--- config.mk ---
export PLATFORM = sky130hd
export DESIGN_NAME = lcd_command_stream_generator_top_flat
export DESIGN_NICKNAME = d
export VERILOG_FILES = /design/src/rtl/lcsg_pkg.sv /design/src/rtl/lcsg_if.sv /design/src/rtl/lcsg_front.sv /design/src/rtl/lcsg_queue.sv /design/src/rtl/lcsg_back.sv /design/src/rtl/lcd_command_stream_generator_top.sv /design/src/flat_wrapper.sv
export SDC_FILE = /design/constraint.sdc
export NUM_CORES = 1
export LEC_CHECK = 0
export BUFFER_PORTS_ARGS = -buffer_cell sky130_fd_sc_hd__buf_4
export CORE_AREA = 5 5 171 173
export DETAILED_ROUTE_END_ITERATION = 12
export DIE_AREA = 0 0 176 178
export PLACE_DENSITY = 0.73
export SLEW_MARGIN = 20
export SYNTH_ARGS = -nofsm -noshare
export SYNTH_HDL_FRONTEND = slang
export SYNTH_SLANG_ARGS = --single-unit
export TNS_END_PERCENT = 50
--- constraint.sdc ---
create_clock -name clk -period 5.8 [get_ports clk]
set_clock_uncertainty 0.2 [all_clocks]
set_input_delay 0.29 -clock clk [delete_from_list [all_inputs] [get_ports clk]]
set_output_delay 0.29 -clock clk [all_outputs]
set_load 0.05 [all_outputs]
--- src/rtl/lcsg_pkg.sv ---
`timescale 1ns / 1ps

package lcsg_pkg;

  localparam int INIT_SEQUENCE_DEPTH = 64;
  // entries actually played by an init request
  localparam int SEQ_LEN      = 64;
  localparam int STEP_W       = $clog2(SEQ_LEN);
  localparam int QUEUE_DEPTH  = 2;
  localparam int NUM_REGS     = 7;
  localparam int CFG_IDX_W    = 3;
  localparam int CFG_DATA_W   = 8;

  typedef enum logic [2:0] {
    OP_INIT      = 3'd0,
    OP_WINDOW    = 3'd1,
    OP_PIXEL     = 3'd2,
    OP_BACKLIGHT = 3'd3,
    OP_DEINIT    = 3'd4
  } opcode_t;

  typedef enum logic [2:0] {
    KIND_CMD   = 3'd0,
    KIND_DATA  = 3'd1,
    KIND_DELAY = 3'd2,
    KIND_RST   = 3'd3,
    KIND_BL    = 3'd4
  } item_kind_t;

  typedef enum logic [2:0] {
    REG_ORIENTATION  = 3'd0,
    REG_PIXEL_FORMAT = 3'd1,
    REG_VCOM         = 3'd2,
    REG_FRAME_RATE   = 3'd3,
    REG_RESET_PULSE  = 3'd4,
    REG_RESET_SETTLE = 3'd5,
    REG_DISPLAY_ON   = 3'd6
  } reg_index_t;

  localparam logic [7:0] RST_ORIENTATION  = 8'hA0;
  localparam logic [7:0] RST_PIXEL_FORMAT = 8'h55;
  localparam logic [7:0] RST_VCOM         = 8'h3F;
  localparam logic [7:0] RST_FRAME_RATE   = 8'h0F;
  localparam logic [7:0] RST_RESET_PULSE  = 8'd10;
  localparam logic [7:0] RST_RESET_SETTLE = 8'd120;
  localparam logic [7:0] RST_DISPLAY_ON   = 8'd100;

  localparam logic [7:0] CMD_CASET = 8'h2A;
  localparam logic [7:0] CMD_RASET = 8'h2B;
  localparam logic [7:0] CMD_RAMWR = 8'h2C;

  // where a ROM slot takes its value from
  typedef enum logic [2:0] {
    SRC_ROM, SRC_ORIENTATION, SRC_PIXEL_FORMAT, SRC_VCOM,
    SRC_FRAME_RATE, SRC_RESET_PULSE, SRC_RESET_SETTLE, SRC_DISPLAY_ON
  } slot_src_t;

  typedef enum logic [2:0] {
    JOB_INIT, JOB_WINDOW, JOB_PIXEL, JOB_BACKLIGHT, JOB_DEINIT
  } job_kind_t;

  // back-end sequencer state
  typedef enum logic {BK_IDLE, BK_RUN} bk_state_t;

  typedef struct packed {
    job_kind_t   kind;
    logic [15:0] x_start;
    logic [15:0] y_start;
    logic [15:0] x_end;
    logic [15:0] y_end;
    logic [15:0] pixel_color;
    logic        backlight_on;
  } job_t;

  typedef struct packed {
    logic [7:0] orientation;
    logic [7:0] pixel_format;
    logic [7:0] vcom;
    logic [7:0] frame_rate;
    logic [7:0] reset_pulse;
    logic [7:0] reset_settle;
    logic [7:0] display_on_wait;
  } cfg_t;

  typedef struct packed {
    item_kind_t kind;
    logic [7:0] value;
  } rom_entry_t;

  function automatic rom_entry_t rom_entry(int idx);
    rom_entry_t e;
    case (idx)
      0:  e = '{KIND_RST, 8'h01};
      1:  e = '{KIND_BL, 8'h00};
      2:  e = '{KIND_RST, 8'h00};
      3:  e = '{KIND_DELAY, 8'h00};
      4:  e = '{KIND_RST, 8'h01};
      5:  e = '{KIND_DELAY, 8'h00};
      6:  e = '{KIND_CMD, 8'h11};
      7:  e = '{KIND_DELAY, 8'h00};
      8:  e = '{KIND_CMD, 8'h3A};
      9:  e = '{KIND_DATA, 8'h00};
      10: e = '{KIND_CMD, 8'h36};
      11: e = '{KIND_DATA, 8'h00};
      12: e = '{KIND_CMD, 8'hB2};
      13: e = '{KIND_DATA, 8'h0C};
      14: e = '{KIND_DATA, 8'h0C};
      15: e = '{KIND_DATA, 8'h00};
      16: e = '{KIND_DATA, 8'h33};
      17: e = '{KIND_DATA, 8'h33};
      18: e = '{KIND_CMD, 8'hB7};
      19: e = '{KIND_DATA, 8'h35};
      20: e = '{KIND_CMD, 8'hBB};
      21: e = '{KIND_DATA, 8'h00};
      22: e = '{KIND_CMD, 8'hC0};
      23: e = '{KIND_DATA, 8'h2C};
      24: e = '{KIND_CMD, 8'hC2};
      25: e = '{KIND_DATA, 8'h01};
      26: e = '{KIND_CMD, 8'hC3};
      27: e = '{KIND_DATA, 8'h11};
      28: e = '{KIND_CMD, 8'hC4};
      29: e = '{KIND_DATA, 8'h20};
      30: e = '{KIND_CMD, 8'hC6};
      31: e = '{KIND_DATA, 8'h00};
      32: e = '{KIND_CMD, 8'hE0};
      33: e = '{KIND_DATA, 8'hD0};
      34: e = '{KIND_DATA, 8'h08};
      35: e = '{KIND_DATA, 8'h11};
      36: e = '{KIND_DATA, 8'h08};
      37: e = '{KIND_DATA, 8'h0C};
      38: e = '{KIND_DATA, 8'h15};
      39: e = '{KIND_DATA, 8'h39};
      40: e = '{KIND_DATA, 8'h33};
      41: e = '{KIND_DATA, 8'h50};
      42: e = '{KIND_DATA, 8'h36};
      43: e = '{KIND_DATA, 8'h13};
      44: e = '{KIND_DATA, 8'h14};
      45: e = '{KIND_DATA, 8'h29};
      46: e = '{KIND_DATA, 8'h2D};
      47: e = '{KIND_CMD, 8'hE1};
      48: e = '{KIND_DATA, 8'hD0};
      49: e = '{KIND_DATA, 8'h08};
      50: e = '{KIND_DATA, 8'h10};
      51: e = '{KIND_DATA, 8'h08};
      52: e = '{KIND_DATA, 8'h06};
      53: e = '{KIND_DATA, 8'h06};
      54: e = '{KIND_DATA, 8'h39};
      55: e = '{KIND_DATA, 8'h44};
      56: e = '{KIND_DATA, 8'h51};
      57: e = '{KIND_DATA, 8'h0B};
      58: e = '{KIND_DATA, 8'h16};
      59: e = '{KIND_DATA, 8'h14};
      60: e = '{KIND_DATA, 8'h2F};
      61: e = '{KIND_DATA, 8'h31};
      62: e = '{KIND_CMD, 8'h29};
      63: e = '{KIND_DELAY, 8'h00};
      default: e = '{KIND_CMD, 8'h00};
    endcase
    return e;
  endfunction

  function automatic slot_src_t slot_src(int idx);
    slot_src_t s;
    case (idx)
      3:       s = SRC_RESET_PULSE;
      5:       s = SRC_RESET_SETTLE;
      7:       s = SRC_RESET_SETTLE;
      9:       s = SRC_PIXEL_FORMAT;
      11:      s = SRC_ORIENTATION;
      21:      s = SRC_VCOM;
      31:      s = SRC_FRAME_RATE;
      63:      s = SRC_DISPLAY_ON;
      default: s = SRC_ROM;
    endcase
    return s;
  endfunction

endpackage

--- src/rtl/lcsg_if.sv ---
`timescale 1ns / 1ps

interface lcsg_in_if;
  logic        valid;
  logic        ready;
  logic [2:0]  opcode;
  logic [15:0] x_start;
  logic [15:0] y_start;
  logic [15:0] x_end;
  logic [15:0] y_end;
  logic [15:0] pixel_color;
  logic        backlight_on;

  modport source (output valid, opcode, x_start, y_start, x_end, y_end, pixel_color,
                  backlight_on, input ready);
  modport sink   (input valid, opcode, x_start, y_start, x_end, y_end, pixel_color,
                  backlight_on, output ready);
endinterface

interface lcsg_out_if;
  logic       valid;
  logic       ready;
  logic [2:0] item_kind;
  logic [7:0] item_value;
  logic       last_of_run;

  modport source (output valid, item_kind, item_value, last_of_run, input ready);
  modport sink   (input valid, item_kind, item_value, last_of_run, output ready);
endinterface

--- src/rtl/lcsg_front.sv ---
`timescale 1ns / 1ps

module lcsg_front (
  input  logic             clk,
  input  logic             rst_n,
  lcsg_in_if.sink          in_bus,
  input  logic             q_ready,
  output logic             q_push,
  output lcsg_pkg::job_t   q_job
);

  logic initialized_r, initialized_nxt;
  logic accept;
  logic keep;

  assign in_bus.ready = q_ready;
  assign accept       = in_bus.valid && in_bus.ready;

  always_comb begin
    q_job.x_start      = in_bus.x_start;
    q_job.y_start      = in_bus.y_start;
    q_job.x_end        = in_bus.x_end;
    q_job.y_end        = in_bus.y_end;
    q_job.pixel_color  = in_bus.pixel_color;
    q_job.backlight_on = in_bus.backlight_on;
    q_job.kind         = lcsg_pkg::JOB_BACKLIGHT;
    keep               = 1'b0;
    initialized_nxt    = initialized_r;
    case (in_bus.opcode)
      lcsg_pkg::OP_INIT: begin
        q_job.kind = lcsg_pkg::JOB_INIT;
        keep       = !initialized_r;
        if (accept) initialized_nxt = 1'b1;
      end
      lcsg_pkg::OP_WINDOW: begin
        q_job.kind = lcsg_pkg::JOB_WINDOW;
        keep       = 1'b1;
      end
      lcsg_pkg::OP_PIXEL: begin
        q_job.kind = lcsg_pkg::JOB_PIXEL;
        keep       = 1'b1;
      end
      lcsg_pkg::OP_BACKLIGHT: begin
        q_job.kind = lcsg_pkg::JOB_BACKLIGHT;
        keep       = 1'b1;
      end
      lcsg_pkg::OP_DEINIT: begin
        q_job.kind = lcsg_pkg::JOB_DEINIT;
        keep       = initialized_r;
        if (accept) initialized_nxt = 1'b0;
      end
      default: keep = 1'b0;  // unused opcodes dropped
    endcase
  end

  assign q_push = accept && keep;

  always_ff @(posedge clk) begin
    if (!rst_n) begin
      initialized_r <= 1'b0;
    end else begin
      initialized_r <= initialized_nxt;
    end
  end

endmodule

--- src/rtl/lcsg_queue.sv ---
`timescale 1ns / 1ps

module lcsg_queue (
  input  logic             clk,
  input  logic             rst_n,
  input  logic             push,
  input  lcsg_pkg::job_t   push_job,
  output logic             ready,
  input  logic             pop,
  output logic             head_valid,
  output lcsg_pkg::job_t   head_job
);

  localparam int PTR_W = $clog2(lcsg_pkg::QUEUE_DEPTH);
  localparam int CNT_W = $clog2(lcsg_pkg::QUEUE_DEPTH + 1);

  lcsg_pkg::job_t    slot_r [lcsg_pkg::QUEUE_DEPTH];
  logic [PTR_W-1:0]  wr_ptr_r, wr_ptr_nxt;
  logic [PTR_W-1:0]  rd_ptr_r, rd_ptr_nxt;
  logic [CNT_W-1:0]  count_r, count_nxt;

  assign ready      = (count_r != CNT_W'(lcsg_pkg::QUEUE_DEPTH));
  assign head_valid = (count_r != '0);
  assign head_job   = slot_r[rd_ptr_r];

  function automatic logic [PTR_W-1:0] bump(logic [PTR_W-1:0] p);
    return (p == PTR_W'(lcsg_pkg::QUEUE_DEPTH - 1)) ? '0 : p + 1'b1;
  endfunction

  always_comb begin
    wr_ptr_nxt = push ? bump(wr_ptr_r) : wr_ptr_r;
    rd_ptr_nxt = pop ? bump(rd_ptr_r) : rd_ptr_r;
    count_nxt  = count_r + CNT_W'(push) - CNT_W'(pop);
  end

  always_ff @(posedge clk) begin
    if (push) slot_r[wr_ptr_r] <= push_job;
  end

  always_ff @(posedge clk) begin
    if (!rst_n) begin
      wr_ptr_r <= '0;
      rd_ptr_r <= '0;
      count_r  <= '0;
    end else begin
      wr_ptr_r <= wr_ptr_nxt;
      rd_ptr_r <= rd_ptr_nxt;
      count_r  <= count_nxt;
    end
  end

endmodule

--- src/rtl/lcsg_back.sv ---
`timescale 1ns / 1ps

module lcsg_back #(
  parameter int INIT_SEQUENCE_DEPTH = lcsg_pkg::INIT_SEQUENCE_DEPTH
) (
  input  logic             clk,
  input  logic             rst_n,
  input  lcsg_pkg::cfg_t   cfg,
  input  logic             q_valid,
  input  lcsg_pkg::job_t   q_head,
  output logic             q_pop,
  lcsg_out_if.source       out_bus
);

  localparam int ROM_AW = $clog2(INIT_SEQUENCE_DEPTH);
  localparam int STEP_W = lcsg_pkg::STEP_W;

  lcsg_pkg::bk_state_t      state_r, state_nxt;
  lcsg_pkg::job_t           job_r, job_nxt;
  logic [STEP_W-1:0]        step_r, step_nxt;
  logic                     out_valid_r, out_valid_nxt;
  lcsg_pkg::item_kind_t     out_kind_r, out_kind_nxt;
  logic [7:0]               out_value_r, out_value_nxt;
  logic                     out_last_r, out_last_nxt;

  lcsg_pkg::job_t           cur_job;
  logic                     cur_ok;
  logic [STEP_W-1:0]        step;
  logic [ROM_AW-1:0]        rom_addr;
  lcsg_pkg::rom_entry_t     rom_e;
  lcsg_pkg::slot_src_t      src;
  lcsg_pkg::item_kind_t     it_kind;
  logic [7:0]               it_value;
  logic                     it_last;
  logic                     out_free;
  logic                     fire;

  // first item of a job is taken straight from the queue head
  assign cur_ok   = (state_r == lcsg_pkg::BK_RUN) || q_valid;
  assign cur_job  = (state_r == lcsg_pkg::BK_RUN) ? job_r : q_head;
  assign step     = (state_r == lcsg_pkg::BK_RUN) ? step_r : '0;
  assign rom_addr = ROM_AW'(step);
  assign rom_e    = lcsg_pkg::rom_entry(int'(rom_addr));
  assign src      = lcsg_pkg::slot_src(int'(rom_addr));

  always_comb begin
    it_kind  = lcsg_pkg::KIND_DATA;
    it_value = 8'h00;
    it_last  = 1'b1;
    case (cur_job.kind)
      lcsg_pkg::JOB_INIT: begin
        it_kind = rom_e.kind;
        it_last = (step == STEP_W'(lcsg_pkg::SEQ_LEN - 1));
        case (src)
          lcsg_pkg::SRC_ORIENTATION:  it_value = cfg.orientation;
          lcsg_pkg::SRC_PIXEL_FORMAT: it_value = cfg.pixel_format;
          lcsg_pkg::SRC_VCOM:         it_value = cfg.vcom;
          lcsg_pkg::SRC_FRAME_RATE:   it_value = cfg.frame_rate;
          lcsg_pkg::SRC_RESET_PULSE:  it_value = cfg.reset_pulse;
          lcsg_pkg::SRC_RESET_SETTLE: it_value = cfg.reset_settle;
          lcsg_pkg::SRC_DISPLAY_ON:   it_value = cfg.display_on_wait;
          default:                    it_value = rom_e.value;
        endcase
      end
      lcsg_pkg::JOB_WINDOW: begin
        it_last = 1'b0;
        case (step)
          STEP_W'(0): begin
            it_kind  = lcsg_pkg::KIND_CMD;
            it_value = lcsg_pkg::CMD_CASET;
          end
          STEP_W'(1): it_value = cur_job.x_start[15:8];
          STEP_W'(2): it_value = cur_job.x_start[7:0];
          STEP_W'(3): it_value = cur_job.x_end[15:8];
          STEP_W'(4): it_value = cur_job.x_end[7:0];
          STEP_W'(5): begin
            it_kind  = lcsg_pkg::KIND_CMD;
            it_value = lcsg_pkg::CMD_RASET;
          end
          STEP_W'(6): it_value = cur_job.y_start[15:8];
          STEP_W'(7): it_value = cur_job.y_start[7:0];
          STEP_W'(8): it_value = cur_job.y_end[15:8];
          STEP_W'(9): it_value = cur_job.y_end[7:0];
          default: begin
            it_kind  = lcsg_pkg::KIND_CMD;
            it_value = lcsg_pkg::CMD_RAMWR;
            it_last  = 1'b1;
          end
        endcase
      end
      lcsg_pkg::JOB_PIXEL: begin
        it_last  = (step != '0);
        it_value = (step == '0) ? cur_job.pixel_color[15:8] : cur_job.pixel_color[7:0];
      end
      lcsg_pkg::JOB_BACKLIGHT: begin
        it_kind  = lcsg_pkg::KIND_BL;
        it_value = {7'd0, cur_job.backlight_on};
      end
      default: begin  // deinit
        it_kind  = lcsg_pkg::KIND_BL;
        it_value = 8'h00;
      end
    endcase
  end

  assign out_free = !out_valid_r || out_bus.ready;
  assign fire     = cur_ok && out_free;
  assign q_pop    = fire && (state_r == lcsg_pkg::BK_IDLE);

  always_comb begin
    state_nxt     = state_r;
    job_nxt       = job_r;
    step_nxt      = step_r;
    out_valid_nxt = out_valid_r;
    out_kind_nxt  = out_kind_r;
    out_value_nxt = out_value_r;
    out_last_nxt  = out_last_r;
    if (out_bus.ready) out_valid_nxt = 1'b0;
    if (fire) begin
      out_valid_nxt = 1'b1;
      out_kind_nxt  = it_kind;
      out_value_nxt = it_value;
      out_last_nxt  = it_last;
      job_nxt       = cur_job;
      step_nxt      = step + 1'b1;
      state_nxt     = it_last ? lcsg_pkg::BK_IDLE : lcsg_pkg::BK_RUN;
    end
  end

  always_ff @(posedge clk) begin
    job_r       <= job_nxt;
    step_r      <= step_nxt;
    out_kind_r  <= out_kind_nxt;
    out_value_r <= out_value_nxt;
    out_last_r  <= out_last_nxt;
  end

  always_ff @(posedge clk) begin
    if (!rst_n) begin
      state_r     <= lcsg_pkg::BK_IDLE;
      out_valid_r <= 1'b0;
    end else begin
      state_r     <= state_nxt;
      out_valid_r <= out_valid_nxt;
    end
  end

  assign out_bus.valid       = out_valid_r;
  assign out_bus.item_kind   = out_kind_r;
  assign out_bus.item_value  = out_value_r;
  assign out_bus.last_of_run = out_last_r;

`ifndef NO_ASSERTIONS
  a_run_past_first: assert property (@(posedge clk) disable iff (!rst_n)
    state_r == lcsg_pkg::BK_RUN |-> step_r != '0)
    else $error("sequencer running at step zero");

  a_window_bound: assert property (@(posedge clk) disable iff (!rst_n)
    state_r == lcsg_pkg::BK_RUN && job_r.kind == lcsg_pkg::JOB_WINDOW
      |-> step_r <= STEP_W'(10))
    else $error("window run overran its 11 beats");

  a_last_ends_run: assert property (@(posedge clk) disable iff (!rst_n)
    fire && it_last |=> state_r == lcsg_pkg::BK_IDLE && out_last_r)
    else $error("run did not end after its last beat");
`endif

endmodule

--- src/rtl/lcd_command_stream_generator_top.sv ---
`timescale 1ns / 1ps
// A 2-entry job queue parts intake from playback. Each kept request enters it, and
// its first result beat is registered onto out_bus from the queue head. Throughput:
// one result beat per cycle while out_bus.ready is high; a pixel makes 2 beats, a
// window 11, an init 64, backlight and deinit 1. Beatless requests wait for queue room.
// Reset: synchronous, active-low rst_n; clears queue, sequencer, output valid and the
// initialized flag, and reloads the configuration registers with their defaults.

module lcd_command_stream_generator_top #(
  parameter int INIT_SEQUENCE_DEPTH = lcsg_pkg::INIT_SEQUENCE_DEPTH
) (
  input  logic                            clk,
  input  logic                            rst_n,
  lcsg_in_if.sink                         in_bus,
  lcsg_out_if.source                      out_bus,
  input  logic                            cfg_we,
  input  logic [lcsg_pkg::CFG_IDX_W-1:0]  cfg_index,
  input  logic [lcsg_pkg::CFG_DATA_W-1:0] cfg_data
);

  // Configuration bank. The user writes it only while the block is idle, so the
  // sequencer may read it live while playing the init ROM; the block does not check it.
  lcsg_pkg::cfg_t cfg_r, cfg_nxt;

  // front -> queue -> back
  logic           q_push;
  lcsg_pkg::job_t q_push_job;
  logic           q_ready;
  logic           q_pop;
  logic           q_valid;
  lcsg_pkg::job_t q_head;

  always_comb begin
    cfg_nxt = cfg_r;
    if (cfg_we) begin
      case (cfg_index)
        lcsg_pkg::REG_ORIENTATION:  cfg_nxt.orientation     = cfg_data;
        lcsg_pkg::REG_PIXEL_FORMAT: cfg_nxt.pixel_format    = cfg_data;
        lcsg_pkg::REG_VCOM:         cfg_nxt.vcom            = cfg_data;
        lcsg_pkg::REG_FRAME_RATE:   cfg_nxt.frame_rate      = cfg_data;
        lcsg_pkg::REG_RESET_PULSE:  cfg_nxt.reset_pulse     = cfg_data;
        lcsg_pkg::REG_RESET_SETTLE: cfg_nxt.reset_settle    = cfg_data;
        lcsg_pkg::REG_DISPLAY_ON:   cfg_nxt.display_on_wait = cfg_data;
        default:                    cfg_nxt = cfg_r;  // index past the bank: dropped
      endcase
    end
  end

  always_ff @(posedge clk) begin
    if (!rst_n) begin
      cfg_r.orientation     <= lcsg_pkg::RST_ORIENTATION;
      cfg_r.pixel_format    <= lcsg_pkg::RST_PIXEL_FORMAT;
      cfg_r.vcom            <= lcsg_pkg::RST_VCOM;
      cfg_r.frame_rate      <= lcsg_pkg::RST_FRAME_RATE;
      cfg_r.reset_pulse     <= lcsg_pkg::RST_RESET_PULSE;
      cfg_r.reset_settle    <= lcsg_pkg::RST_RESET_SETTLE;
      cfg_r.display_on_wait <= lcsg_pkg::RST_DISPLAY_ON;
    end else begin
      cfg_r <= cfg_nxt;
    end
  end

  // Front end: takes a request beat, drops ignored ones (init when up,
  // deinit when down, unused opcodes) and tracks the initialized flag.
  lcsg_front u_front (
    .clk    (clk),
    .rst_n  (rst_n),
    .in_bus (in_bus),
    .q_ready(q_ready),
    .q_push (q_push),
    .q_job  (q_push_job)
  );

  lcsg_queue u_queue (
    .clk       (clk),
    .rst_n     (rst_n),
    .push      (q_push),
    .push_job  (q_push_job),
    .ready     (q_ready),
    .pop       (q_pop),
    .head_valid(q_valid),
    .head_job  (q_head)
  );

  // Back end: steps through each job into the output register, one result beat per
  // cycle while out_bus.ready holds; the first beat comes straight off the queue head.
  lcsg_back #(
    .INIT_SEQUENCE_DEPTH(INIT_SEQUENCE_DEPTH)
  ) u_back (
    .clk    (clk),
    .rst_n  (rst_n),
    .cfg    (cfg_r),
    .q_valid(q_valid),
    .q_head (q_head),
    .q_pop  (q_pop),
    .out_bus(out_bus)
  );

endmodule

--- src/flat_wrapper.sv ---
// flat-port wrapper written by rule: the top's interface ports become plain ports
module lcd_command_stream_generator_top_flat 
#(
  parameter int INIT_SEQUENCE_DEPTH = lcsg_pkg::INIT_SEQUENCE_DEPTH
)
  (clk, rst_n, cfg_we, cfg_index, cfg_data, in_bus_valid, in_bus_opcode, in_bus_x_start, in_bus_y_start, in_bus_x_end, in_bus_y_end, in_bus_pixel_color, in_bus_backlight_on, in_bus_ready, out_bus_valid, out_bus_item_kind, out_bus_item_value, out_bus_last_of_run, out_bus_ready);
  lcsg_in_if in_bus_i ();
  lcsg_out_if out_bus_i ();
  input  logic clk;
  input  logic rst_n;
  input  logic cfg_we;
  input  logic [lcsg_pkg::CFG_IDX_W-1:0] cfg_index;
  input  logic [lcsg_pkg::CFG_DATA_W-1:0] cfg_data;
  input wire logic [$bits(in_bus_i.valid)-1:0] in_bus_valid;
  input wire logic [$bits(in_bus_i.opcode)-1:0] in_bus_opcode;
  input wire logic [$bits(in_bus_i.x_start)-1:0] in_bus_x_start;
  input wire logic [$bits(in_bus_i.y_start)-1:0] in_bus_y_start;
  input wire logic [$bits(in_bus_i.x_end)-1:0] in_bus_x_end;
  input wire logic [$bits(in_bus_i.y_end)-1:0] in_bus_y_end;
  input wire logic [$bits(in_bus_i.pixel_color)-1:0] in_bus_pixel_color;
  input wire logic [$bits(in_bus_i.backlight_on)-1:0] in_bus_backlight_on;
  output wire logic [$bits(in_bus_i.ready)-1:0] in_bus_ready;
  output wire logic [$bits(out_bus_i.valid)-1:0] out_bus_valid;
  output wire logic [$bits(out_bus_i.item_kind)-1:0] out_bus_item_kind;
  output wire logic [$bits(out_bus_i.item_value)-1:0] out_bus_item_value;
  output wire logic [$bits(out_bus_i.last_of_run)-1:0] out_bus_last_of_run;
  input wire logic [$bits(out_bus_i.ready)-1:0] out_bus_ready;
  assign in_bus_i.valid = in_bus_valid;
  assign in_bus_i.opcode = in_bus_opcode;
  assign in_bus_i.x_start = in_bus_x_start;
  assign in_bus_i.y_start = in_bus_y_start;
  assign in_bus_i.x_end = in_bus_x_end;
  assign in_bus_i.y_end = in_bus_y_end;
  assign in_bus_i.pixel_color = in_bus_pixel_color;
  assign in_bus_i.backlight_on = in_bus_backlight_on;
  assign in_bus_ready = in_bus_i.ready;
  assign out_bus_valid = out_bus_i.valid;
  assign out_bus_item_kind = out_bus_i.item_kind;
  assign out_bus_item_value = out_bus_i.item_value;
  assign out_bus_last_of_run = out_bus_i.last_of_run;
  assign out_bus_i.ready = out_bus_ready;
  lcd_command_stream_generator_top #(.INIT_SEQUENCE_DEPTH(INIT_SEQUENCE_DEPTH)) u_core (.clk(clk), .rst_n(rst_n), .in_bus(in_bus_i), .out_bus(out_bus_i), .cfg_we(cfg_we), .cfg_index(cfg_index), .cfg_data(cfg_data));
endmodule
==> results.json, run 1 <==
{
  "status": "completed",
  "ys_types": 70,
  "p_comb_share_pct": 27.4,
  "worst_pin_slew_ps": 1040,
  "die_y_um": 178,
  "min_period_ps": 4590,
  "ios": 114,
  "synth_top_cell_by_area": "edfxtp_1",
  "max-clock-path-buffers": 3,
  "post-route-util_pct": 65.2,
  "die_w_um": 176,
  "wl_met2_mm": 17.6,
  "cts_root_buf": "clkbuf_16",
  "io_buffers": 113,
  "crit_fanout": 104,
  "swShare_pct": 33.4,
  "place_ws_ps": 1230,
  "irDropWorstVdd_uv": 341,
  "area_growth_syn_to_layout_pct": 20.9,
  "postCtsSetupRepairBufs": 0,
  "clk_pin_slew_ps": 60,
  "drv_cap": 0,
  "dpl.hpwl_mm": 24.0,
  "critical_path_required_ps": 5860,
  "clkLatencyLatePin_ps": 510,
  "clkPwrFrac_pct": 26.4,
  "synthTopCellsByArea": "edfxtp_1 55%, dfxtp_1 8.6%, mux2i_1 6.5%",
  "crit_start": "u_core.u_back.state_r",
  "cts_hold_buf": 95,
  "cts_tree": "done",
  "fin_setup_tns_ps": 0,
  "top_layer_used": "met4",
  "start_util_pct": 54.0,
  "path_class": "reg -> reg",
  "clkSinkCount": 334,
  "netlist_area_um2": 14800,
  "ff2ff_path_depth": 9,
  "layout-drive-gt1-share_pct": 13.7,
  "diodes": 0,
  "grt-ovfl-total": 0,
  "gp_congestion": 0.963,
  "start_kind": "flop",
  "end_kind": "flop",
  "synthesis.nets": 1345,
  "syn_inst": 1233,
  "drcViolationCount": 0,
  "final_common_cell": "edfxtp_1",
  "vias": 10567,
  "dr_wl_met3_mm": 2.76,
  "finalWirelength_mm": 37.4,
  "hold_violations": 0,
  "antenna_found_initial": 0,
  "slew_headroom_pct": 30.4,
  "grt_pass1_wl_mm": 58.3,
  "wl_per_cell_um": 20.9,
  "core_um2": 27500,
  "firstDrtPassIters": 7,
  "grtUsageTotal_pct": 23.6,
  "p_leak_uw": 0.00622,
  "ant_nets": 0,
  "yosysSeqAreaShare_pct": 63.3,
  "htreeDepth": 2,
  "most-common-layout-cells": "270 x edfxtp_1, 246 x nand2_1, 124 x buf_4, 97 x o21ai_0, 96 x mux2i_1",
  "wl_met1_mm": 16.3,
  "power_density_nw_per_um2": 438,
  "async_reset_ff_share_pct": 0,
  "setup_violations": 0,
  "finalCritPeriodShare_pct": 79.1,
  "drt_iter0_markers": 1178,
  "synth_edf_count": 270,
  "rr_startpoint": "u_core.u_back.state_r",
  "max_freq_mhz": 218,
  "yosysWarnings": 0,
  "grt_max_degree": 105,
  "rows": 61,
  "hp-class": "in -> reg",
  "via_per_inst": 5.92,
  "fin_nets": 1527,
  "die_area_um2": 31300,
  "n_fill_cell": 1992,
  "synth_top_cell_area_share_pct": 54.7,
  "syn_area_per_cell_um2": 12.0,
  "rrSetupSlack_ps": 1210,
  "first_global_vias": 10343,
  "power.switching_uw": 2620,
  "synth_seq_cells": 334,
  "maxSlewViolCount": 0,
  "critPathCapture": "u_core.u_back.out_bus.item_value[1]",
  "yosys_most_used_dff": "edfxtp_1",
  "intPower_uw": 5230,
  "placed_area_um2": 15900,
  "min_path_cells": 2,
  "crit_arrival_ps": 4650,
  "seq_power_share_pct": 46.2,
  "regToRegEndpoint": "u_core.u_back.out_bus.item_value[1]",
  "rsz0062_at_grt": "no",
  "finalWorstSetupSlack_ps": 1210,
  "cts-resized-gates": 0,
  "cts_buffers": 34,
  "post-route-cell-area_um2": 17900
}
## cells in the mapped netlist, types with 3 or more instances
master / number
edfxtp_1: 270
a21boi_0: 33
and4_1: 3
mux2_2: 6
or2_2: 3
and3_1: 17
nor2b_1: 9
nand4_1: 7
a221o_1: 5
a21o_1: 4
nand2_1: 246
buf_1: 5
nor2_1: 34
xnor2_1: 3
o311ai_0: 3
xor2_1: 4
o22ai_1: 4
mux2i_1: 96
a311o_1: 4
inv_1: 12
o21ai_0: 97
o21a_1: 4
a211o_1: 5
nand3_1: 45
clkbuf_1: 36
buf_6: 3
ha_1: 12
a22o_1: 6
and2_1: 17
or3_1: 4
o211ai_1: 4
nor4_1: 4
a222oi_1: 7
nor3_1: 11
a22oi_1: 13
dfxtp_1: 64
a211oi_1: 4
o2111ai_1: 6
a21oi_1: 20
buf_2: 32
nand2b_1: 12
o31ai_1: 5
a31oi_1: 14
a221oi_1: 7
## metal layers
layer  global-route usage (%)  up-vias
met5                        0        -
met4                     5.52        0
met3                     4.30       57
met2                     38.2      455
met1                     33.8     5096
li1                         -     4959
## flip-flops by register name, summed over array words and instances, names as in the netlist, 2 cells and up, named ones only
name	count
u_core.u_back.step_r	6
u_core.u_queue.count_r	2
u_core.u_back.job_r	84
u_core.u_back.out_bus.item_kind	3
u_core.cfg_r	56
u_core.u_back.out_bus.item_value	8
u_core.u_queue.slot_r	168
## through the flow
step / instances / hold slack (ps) / total power, µW
after floorplan: 1233 / 189 / 5030
after global routing: 1785 / 63.1 / 8200
after CTS: 1785 / 18.1 / 7860
after global placement: 1630 / 259 / 5690
final: 1785 / 28.9 / 7850
after detailed placement: 1630 / 261 / 5730
## worst min path at each step
stage,start,to,slack [ps]
2_1_floorplan,in_bus_backlight_on,u_core.u_queue.slot_r[0][0],190
3_3_place_gp,u_core.cfg_r[51],u_core.cfg_r[51],260
3_5_place_dp,u_core.cfg_r[51],u_core.cfg_r[51],260
4_1_cts,rst_n,u_core.cfg_r[32],20
5_1_grt,rst_n,u_core.cfg_r[35],60
6_report,rst_n,u_core.cfg_r[42],30
## power by group through the flow
stage	Clock [µW]	Sequential [µW]	Combinational (µW)
floorplan	0	3660	1370
global placement	0	3650	2040
detailed placement	0	3660	2070
CTS	2110	3610	2130
global route	2220	3660	2320
finish	2080	3630	2150
## cells by family after synthesis
logic type	share of synthesized area, %
xor gates and xnor gates	0.413
AOI/OAI and AO/OA	12.2
adders and majority gates	1.01
and+or+nand+nor	13.0
buffers and inverters	2.65
DFF	63.3
muxes	7.34
## worst max-delay path: stages, from the launching register on
cell and delay (ps):
dfxtp_4 930, nand2_1 340, inv_1 250, ha_1 410, nand4_1 220, nor2_1 840
nor3_2 190, mux2_4 340, a221o_1 300, a221o_1 280
## cell type report
type	count	area, µm²	area share (%)
clock buffers	48	935	5.21
clock inverters	12	110	0.614
inverters	12	47.5	0.265
multi-input cells	811	5060	28.2
flip-flops and latches	334	9400	52.4
well taps	346	433	2.42
repair buffers	222	1940	10.8
Power figures use the tool's default switching activity.
==> inputs of run 2 (changes only) <==
clock period = 4.4 ns   (was 5.8 ns; I/O delays follow)
==> run 2 against run 1 <==
  * Highest routed layer unchanged
  * Sequential power grew 29%
  * Critical path depth is 1 lower
  * Via count is 0.81% higher
  * Setup slack got worse by 640 ps
  * First-iteration DRC count fell by 0.59%
  * Global-route usage increased by 0.35 points
  * Wire length rose by 1.7%
  * Hold slack improved by 55 ps
  * Maximum frequency is 20% higher
  * Critical path type unchanged
  * Count of clock-buffer cells in the layout unchanged
==> results.json, run 2 (same netlist as run 1, synthesis figures left out) <==
{
  "status": "completed",
  "io_buffers": 113,
  "cts_tree": "done",
  "setup_violations": 0,
  "placed_area_um2": 16000,
  "maxSlewViolCount": 0,
  "p_leak_uw": 0.00634,
  "ios": 114,
  "core_um2": 27500,
  "holdPathEnd": "u_core.cfg_r[23]",
  "rows": 61,
  "cts-resized-gates": 0,
  "reg.largest.list": "u_core.u_queue.slot_r x168, u_core.u_back.job_r x84, u_core.cfg_r x56",
  "max-clock-path-buffers": 3,
  "diodes": 0,
  "multiInputGateArea_um2": 5070,
  "crit_fanout": 19,
  "layout-drive-gt1-share_pct": 15.0,
  "power_density_nw_per_um2": 578,
  "rr_startpoint": "u_core.u_back.step_r[0]",
  "most-common-layout-cells": "270 x edfxtp_1, 246 x nand2_1, 133 x buf_4, 100 x dlygate4sd3_1, 97 x o21ai_0",
  "via_per_inst": 5.91,
  "grt_max_degree": 104,
  "grtUsageTotal_pct": 24.0,
  "critical_path_required_ps": 4470,
  "cp_slowest_stage_delay_ps": 800,
  "htreeDepth": 2,
  "fin_nets": 1543,
  "drt_iter0_markers": 1171,
  "cts_buffers": 35,
  "irDropWorstVdd_uv": 438,
  "start_util_pct": 54.0,
  "ff2ff_path_depth": 8,
  "slowest_stage": "and2_1",
  "finalCritPeriodShare_pct": 87.1,
  "antenna_found_initial": 0,
  "die_w_um": 176,
  "start_kind": "flop",
  "ant_nets": 0,
  "finalWirelength_mm": 38.0,
  "rrSetupSlack_ps": 570,
  "slew_headroom_pct": 34.0,
  "die_y_um": 178,
  "hp-class": "in -> reg",
  "vias": 10653,
  "n_fill_cell": 2022,
  "worst_pin_slew_ps": 982,
  "dpl.hpwl_mm": 25.2,
  "grt_pass1_wl_mm": 58.8,
  "clkLatencyLatePin_ps": 510,
  "grt-ovfl-total": 0,
  "area_growth_syn_to_layout_pct": 22.3,
  "cts_root_buf": "clkbuf_16",
  "drv_cap": 0,
  "min_from": "cfg_index[2]",
  "first_global_vias": 10327,
  "clk_pin_slew_ps": 60,
  "wl_per_cell_um": 21.1,
  "gp_congestion": 0.957,
  "finalWorstSetupSlack_ps": 569,
  "firstDrtPassIters": 6,
  "max_freq_mhz": 261,
  "path_class": "reg -> reg",
  "final_common_cell": "edfxtp_1",
  "regArea_um2": 9400,
  "die_area_um2": 31300,
  "hold_violations": 0,
  "min_period_ps": 3830,
  "min_path_cells": 5,
  "rsz0062_at_grt": "no",
  "clkSinkCount": 334,
  "regToRegEndpoint": "u_core.u_back.out_bus.item_value[5]",
  "drcViolationCount": 0,
  "largest_register_ffs": 168,
  "end_kind": "flop",
  "crit_arrival_ps": 3900,
  "place_ws_ps": 624,
  "path_cells": "nand2_1 > inv_1 > ha_1 > and2_1 > or3_1 > mux2i_1 > o2111ai_1 > a211o_1",
  "post-route-cell-area_um2": 18100,
  "top_register": "u_core.u_queue.slot_r"
}
## run 2: cell count changes in the layout (fill, tap and decap cells not counted), moves of 2 or more
cell,change
dlygate4sd3_1,+5
clkbuf_16,+2
buf_4,+9
bufinv_16,-2
clkbuf_1,-7
clkinv_2,+5
clkbuf_8,+4
## run 2: cell type report
| type | instances | share of cell area (%) |
|---|---|---|
| well taps | 346 | 2.39 |
| flip-flops and latches | 334 | 51.8 |
| clock buffers | 48 | 5.62 |
| inverters | 12 | 0.262 |
| repair buffers | 237 | 11.5 |
| multi-input cells | 811 | 27.9 |
| clock inverters | 16 | 0.524 |
## run 2: where the power goes
group / total, µW / leakage (µW) / internal (µW) / switching (µW)
clock: 2820 / 0.000555 / 1630 / 1190
sequential: 4700 / 0.00304 / 4340 / 362
combinational: 2950 / 0.00274 / 985 / 1970
total: 10500 / 0.00634 / 6960 / 3520
## run 2: timing repair
item | 4_1_cts | 5_1_grt
setup endpoints to repair | 0 | 0
endpoints found under the hold margin | 227 | 0
setup buffers | 0 | 0
hold buffers | 100 | 0
## run 2: through the flow
step	hold slack [ps]	utilization [%]	setup TNS, ps	std cells	power (µW)
global placement	205	58.3	0	1640	7560
CTS	72.9	66.0	0	1804	10500
finish	84.1	66.0	0	1804	10500
floorplan	119	-	-161840	1233	6630
detailed placement	207	58.3	0	1640	7600
global route	114	66.0	0	1804	10900
## run 2: worst max path at each step
stage	from	endpoint	slack [ps]	cells after the start
after global placement	u_core.u_back.step_r[0]	u_core.u_back.out_bus.item_value[4]	800	8
after CTS	u_core.u_back.step_r[0]	u_core.u_back.out_bus.item_value[3]	600	9
final	u_core.u_back.step_r[0]	u_core.u_back.out_bus.item_value[5]	570	8
after floorplan	u_core.u_queue.count_r[0]	u_core.u_queue.slot_r[0][0]	-970	3
after global routing	u_core.u_back.step_r[0]	u_core.u_back.out_bus.item_value[0]	360	8
after detailed placement	u_core.u_back.step_r[0]	u_core.u_back.out_bus.item_value[5]	620	8
## run 2: layer usage
layer	vias up	track usage (%)	wire length, µm
li1	4995	-	-
met5	-	0	0
met2	440	39.1	17900
met3	68	3.01	2810
met4	0	6.60	931
met1	5150	34.5	16300
## run 2: critical path, delay by kind of cell (launching register included)
kind / cells / cell delay (ps)
simple gates: 3 / 1450
buf+inv: 1 / 220
flops: 1 / 560
compound gates: 2 / 460
mux: 1 / 260
fa+ha+maj: 1 / 440
